## config.mk

```make
export PLATFORM = sky130hd
export DESIGN_NAME = ptb_div
export DESIGN_NICKNAME = d
export VERILOG_FILES = /design/src/hdl/ptb_pkg.sv /design/src/hdl/ptb_div.sv
export SDC_FILE = /design/constraint.sdc
export NUM_CORES = 1
export LEC_CHECK = 0
export BUFFER_PORTS_ARGS = -buffer_cell sky130_fd_sc_hd__buf_2
export CAP_MARGIN = 20
export CORE_UTILIZATION = 50
export DETAILED_ROUTE_END_ITERATION = 7
export PLACE_DENSITY = 0.72
export SLEW_MARGIN = 30
export SYNTH_ARGS = -nofsm -noshare
export SYNTH_HDL_FRONTEND = slang
export SYNTH_SLANG_ARGS = --single-unit
```

## constraint.sdc

```tcl
create_clock -name clk -period 3.85 [get_ports clk]
set_input_delay 0 -clock clk [delete_from_list [all_inputs] [get_ports clk]]
set_output_delay 0 -clock clk [all_outputs]
set_load 0.05 [all_outputs]
```

## src/hdl/ptb_pkg.sv

```systemverilog
package ptb_pkg;

  localparam int MAX_CHANNELS = 16;
  localparam int MAX_GROUPS   = 8;
  localparam int CH_W         = $clog2(MAX_CHANNELS);
  localparam int GR_W         = $clog2(MAX_GROUPS);
  localparam int ADDR_W       = CH_W + GR_W;
  localparam int DEPTH        = MAX_CHANNELS * MAX_GROUPS;

  localparam logic [31:0] ONE_Q16      = 32'd65536;
  localparam logic [31:0] TENTH_Q16    = 32'd6554;
  localparam logic [16:0] PROGRESS_MAX = 17'h1FFFF;
  localparam logic [4:0]  DIV_LAST     = 5'd16;

  localparam logic [1:0] CMD_TICK   = 2'd0;
  localparam logic [1:0] CMD_START  = 2'd1;
  localparam logic [1:0] CMD_QUERY  = 2'd2;
  localparam logic [1:0] CMD_RSTDUR = 2'd3;

  localparam logic CFG_CHANNELS = 1'b0;
  localparam logic CFG_GROUPS   = 1'b1;

  typedef struct packed {
    logic        free;
    logic [31:0] elapsed;
    logic [31:0] duration;
    logic [16:0] progress;
  } entry_t;

  localparam entry_t ENTRY_CLEAR = '{free: 1'b1, elapsed: 32'd0, duration: 32'd0,
                                     progress: 17'd0};

  typedef struct packed {
    logic        start;
    logic [31:0] dividend;
    logic [31:0] divisor;
  } div_req_t;

endpackage

```

## src/hdl/ptb_div.sv

```systemverilog
module ptb_div (
  input  logic              clk,
  input  logic              rst_n,
  input  ptb_pkg::div_req_t req,
  output logic              done,
  output logic [16:0]       quotient
);

  // Restoring division of (dividend << 16) by divisor, one quotient bit per
  // cycle. The caller guarantees the quotient fits in 17 bits.
  logic [31:0] rem_r;
  logic [31:0] div_r;
  logic        lsb_r;
  logic [4:0]  cnt_r;
  logic        busy_r;
  logic        done_r;
  logic [16:0] q_r;
  logic [32:0] trial;
  logic        fill;

  always_comb begin
    fill  = (cnt_r == '0) ? lsb_r : 1'b0;
    trial = {rem_r, fill};
  end

  always_ff @(posedge clk) begin
    if (!rst_n) begin
      busy_r <= 1'b0;
      done_r <= 1'b0;
      cnt_r  <= '0;
    end else begin
      done_r <= 1'b0;
      if (req.start) begin
        busy_r <= 1'b1;
        cnt_r  <= '0;
      end else if (busy_r) begin
        cnt_r <= cnt_r + 5'd1;
        if (cnt_r == ptb_pkg::DIV_LAST) begin
          busy_r <= 1'b0;
          done_r <= 1'b1;
        end
      end
    end
  end

  always_ff @(posedge clk) begin
    if (req.start) begin
      rem_r <= {1'b0, req.dividend[31:1]};
      lsb_r <= req.dividend[0];
      div_r <= req.divisor;
      q_r   <= '0;
    end else if (busy_r) begin
      if (trial >= {1'b0, div_r}) begin
        rem_r <= 32'(trial - {1'b0, div_r});
        q_r   <= {q_r[15:0], 1'b1};
      end else begin
        rem_r <= trial[31:0];
        q_r   <= {q_r[15:0], 1'b0};
      end
    end
  end

  assign done     = done_r;
  assign quotient = q_r;

endmodule

```

Yosys cells after proc, flatten, opt, wreduce, memory -nomap -nowiden
Cells that the tools add are included.
Widths: inputs -> output; s select.
Storage, ports and cells
  bits in registers: 89
  input port bits: 67
  word-level logic and storage cells: 27
Operators by class
  $add $sub $neg: 2
  $lt $le $gt $ge: 1
  eq/ne operators: 1
  multiplexer cells: 9
  bitwise operators: 2
  reduce and logical (&&, ||, !) cells: 4
Operator list (count)
  $mux 31: 2
  $ge 33x32->1: 1
  $mux 32: 1
  $sub 32x32->32: 1
  $mux 1: 6
  $add 5x1->5 const B: 1
  $eq 5x5->1 const B: 1
  $logic_not 5->1: 1
  $reduce_or 3->1: 1
  $not 1->1: 2
  $reduce_bool 2->1: 1
  $reduce_or 2->1: 1

Longest topological paths before layout
  depth after elaboration: 6
  depth in mapped cells: 16
  depth with buffers taken out: 15

Least setup slack after synthesis
OpenSTA, ideal clock, no wires.
  kind: register -> register
  from: reg cnt_r[0]
  to: reg rem_r[30] (data pin)
  setup time: 0.263 ns
  arrival time: 2.937 ns
  data required time: 3.587 ns
  path slack: 0.651 ns
  stages on the path, launching flop included: 16
  buffers on the path: 0
  period minus slack after synthesis: 3.199 ns
  path through: dfxtp_1 > inv_1 > ha_1 > nor3b_1 > nand3b_1 > ha_1 > fa_1 > nor2b_1 > o31a_1 > o22ai_1 > o21bai_1 > a21oi_2 > o211ai_1 > a211oi_1 > nor4_2 > nor3_1
Between the ends
  cells in the longest elaborated chain, start to end: 6
  elaborated cells between the ends (all ways): 7
  classes of those cells: 1 x add/sub; 1 x order compare; 4 x mux; 1 x reduce/logical
RTL lines
  start: declaration: RTL line ptb_div.sv:14  | logic [4:0] cnt_r;
  start signal: assignment: RTL line ptb_div.sv:37  | cnt_r <= cnt_r + 5'd1;
  $logic_not 5->1 *: RTL line ptb_div.sv:22  | fill = (cnt_r == '0) ? lsb_r : 1'b0;
  $mux 1 *: RTL line ptb_div.sv:22
  $sub 32x32->32 / $ge 33x32->1 (equally long branches): RTL line ptb_div.sv:54, ptb_div.sv:53
  $mux 32 *: RTL line ptb_div.sv:53  | if (trial >= {1'b0, div_r}) begin
  $mux 31 *: RTL line ptb_div.sv:52  | end else if (busy_r) begin
  $mux 31 *: RTL line ptb_div.sv:47  | if (req.start) begin
  end signal: assignment: RTL line ptb_div.sv:48  | rem_r <= {1'b0, req.dividend[31:1]};
  end signal: assignment: RTL line ptb_div.sv:54  | rem_r <= 32'(trial - {1'b0, div_r});
  end signal: assignment: RTL line ptb_div.sv:57  | rem_r <= trial[31:0];
  end: declaration: RTL line ptb_div.sv:11  | logic [31:0] rem_r;
Mark *: on every way between the ends. The rest lies on a longest branch, timed or not. The select of a mux whose other input is x is not followed.
A chain may end at the register's enable or synchronous reset.

Worst setup path after layout
  from: reg cnt_r[0]
  to: reg rem_r[4] (data pin)
Same word-level chain as after synthesis.

==> results.cfg <==
[placed_design]
port_buffers = 84
placedCellCount = 740
gp_congestion = 0.865
place.detailed.hpwl_um = 8050
dp_slack_ns = 0.308

[cts]
cts_buffer_depth = 2
cts_root_buf = clkbuf_8
cts_tree = built
cts.sinks = 89
cts_setup_buffers = 0
cts-htree-levels = 3
clkLatencyLatePin_ns = 0.39
clk_pin_slew_ns = 0.10
cts_buffers = 9

[sta]
finalCritPeriodShare_pct = 92.6
skew_ns = 0.0141
period_minus_slack_ns = 3.57
fmax_mhz = 280
fin_ws_ns = 0.284
tightestPinTransition_ns = 0.848
hold_viol = 0
setup_violations = 0
drv_slew = 0
grt_setup_unrepaired = false
hold_slack_ns = 0.0481
setup_tns_ns = 0
slew_headroom_pct = 43.4

[critical_path]
worstReg2RegStart = cnt_r[0]
startpoint_type = register
reg2reg_slack_ns = 0.28
critPathRequiredTime_ns = 3.94
crit_arrival_ns = 3.66
worstRegToRegCells = 15
critPathMaxFanout = 27
worst_r2r_endpoint = rem_r[4]
endpoint_kind = register
critical_path_class = reg2reg

[detailed_routing]
dr.pass1.iters = 4
vias = 4423
avgRoutedWirePerCell_um = 14.4
ant_nets = 0
first_iter_violations = 206
drcViolationCount = 0
wl_um = 11800
vias_per_cell = 5.39

[yosys]
yosys_warnings = 0
synth_top_cell_by_area = edfxtp_1
synth_top_family_by_area = compound AO/OA/AOI/OAI gates
synthArstFlopShare_pct = 0
yosys.area_share.simple_pct = 12.3
synth_compound_area_share_pct = 17.1
synth_adder_area_share_pct = 8.38
synthFlopType = edfxtp_1
ys_ff_latch = 89
synth.area.top_cells = edfxtp_1, dfxtp_1, ha_1
yosysSeqAreaShare_pct = 45.6
synth-xor-area-share_pct = 4.78
synth_edf_count = 64
syn_area_per_cell_um2 = 9.98
syn_inst = 533
synthMuxAreaShare_pct = 6.71
syn_nets = 635
synth_area_mm2 = 0.00532
synth.distinct_cells = 59
synth_top_cell_area_share_pct = 36.1

[pwr]
p_int_mw = 2.20
p_leak_nw = 2.87
ir_worst_vdd_v = 0.000297
combPwrFrac_pct = 47.0
power_per_cell_area_mw_per_mm2 = 535
fin_total_pwr_mw = 3.57
power_frac_clock_pct = 16.8
swShare_pct = 38.3
switching_power_mw = 1.37
seqPwrFrac_pct = 36.2

[global_routing]
grtUsageMet1_pct = 27.7
grt_max_degree = 75
antenna_found_initial = 0
grtUsageMet3_pct = 5.61
grt_pass1_vias = 4346
grtUsageTotal_pct = 22.5
met2_usage_pct = 38.8
grt_pass1_wl_um = 19600
grt_overflow = 0
grt.busiest_layer = met2

[floorplanning]
die_y_um = 105
start_util_pct = 51.5
io-pin-count = 85
fp.dieArea_mm2 = 0.0111
die_w_um = 105
fp-row-count = 37
core-area_mm2 = 0.0103

[finish]
area_growth_syn_to_layout_pct = 25.6
drive_gt1_share_pct = 19.3
nets = 781
stdcell_count = 820
num_antenna_cells = 0
layout_common_cells = buf_2, edfxtp_1, dlygate4sd3_1
layout_commonest_cell = buf_2
fill_cells = 840

[min_path]
hold_start = req[63]
hold_path.class = in2reg
hold_end = rem_r[30]
hold_path_depth = 3

[run]
maxCapViolations = 0

[status]
status = complete, no violations
-- sequential cells by signal, indices dropped and copies added, names as in the netlist --
name / flops
done: 1
div_r: 32
cnt_r: 5
lsb_r: 1
busy_r: 1
quotient: 17
rem_r: 32
-- cell type report --
type | instances | area, um^2 | share of cell area (%)
clock buffer | 10 | 128 | 1.91
clock inverter | 6 | 48.8 | 0.731
inverter | 44 | 165 | 2.47
multi-input combinational | 379 | 2620 | 39.3
sequential | 89 | 2420 | 36.3
tap | 136 | 170 | 2.55
timing repair buffer | 156 | 1120 | 16.8
-- stage by stage --
step / utilization, % / cell area (um^2)
6_report: 64.7 / 6680
5_1_grt: 64.7 / 6680
4_1_cts: 64.6 / 6670
3_5_place_dp: 56.7 / 5860
3_3_place_gp: 56.7 / 5860
2_1_floorplan: - / 5320
-- power groups by stage --
| stage | sequential [mW] | clock, mW | combinational, mW |
|---|---|---|---|
| global placement | 1.31 | 0 | 1.58 |
| floorplan | 1.29 | 0 | 1.31 |
| finish | 1.29 | 0.598 | 1.68 |
| global route | 1.31 | 0.651 | 1.88 |
| detailed placement | 1.31 | 0 | 1.61 |
| CTS | 1.29 | 0.618 | 1.67 |
-- worst max path at each step --
stage	startpoint	end	slack (ns)	depth (start not counted)
after floorplan	cnt_r[0]	rem_r[30]	0.65	15
after detailed placement	cnt_r[0]	rem_r[30]	0.31	16
after global placement	cnt_r[0]	rem_r[30]	0.39	16
after CTS	cnt_r[0]	rem_r[4]	0.27	15
after global routing	cnt_r[0]	rem_r[4]	0.01	15
final	cnt_r[0]	rem_r[4]	0.28	15
-- worst max-delay path: stages, from the launching register on --
cell      delay (ns)
dfxtp_1         0.41
inv_1           0.06
ha_1            0.18
nor3b_1         0.14
nand3b_1        0.12
ha_1            0.19
nor2b_1         0.07
o31a_1          0.27
o21ai_1         0.35
o211ai_2        0.18
a32oi_1         0.35
o31a_2          0.23
buf_4           0.29
a211oi_1        0.09
a211oi_1        0.24
a21oi_1         0.07
-- synth_stat cells (5+ instances only) --
cell type	count
nand4_1	9
clkbuf_1	7
o31a_1	5
a21oi_1	34
and3_1	10
nor2_1	50
mux2_2	13
a211oi_1	9
xor2_1	14
nor3_1	6
a21o_1	5
dfxtp_1	25
xnor2_1	15
inv_1	44
o21ai_1	10
ha_1	34
o21a_1	7
o21ai_0	35
mux2i_1	21
buf_1	5
edfxtp_1	64
nand2_1	46
-- metal layers --
layer  wire length [um]  up-vias
li1                   -     2220
met1               5210     2057
met2               5770      135
met3                650       11
met4                134        0
met5                  0        -
-- timing repair --
item                                    4_1_cts  5_1_grt
endpoints found under the hold margin        70        0
gates resized for setup                       0        1
hold buffers                                 64        0
endpoints found under the setup margin        0        1
-- kinds of logic (layout without fill, tap and decap cells) --
logic type | Yosys count | after routing
buffers and inverters | 65 | 216
multiplexers | 34 | 34
AO/OA/AOI/OAI | 139 | 139
flip-flops | 89 | 89
XOR/XNOR | 29 | 29
AND/OR/NAND/NOR | 142 | 142
adder cells (fa/ha/maj) | 35 | 35
No activity file was read; power rests on OpenSTA's default activity.
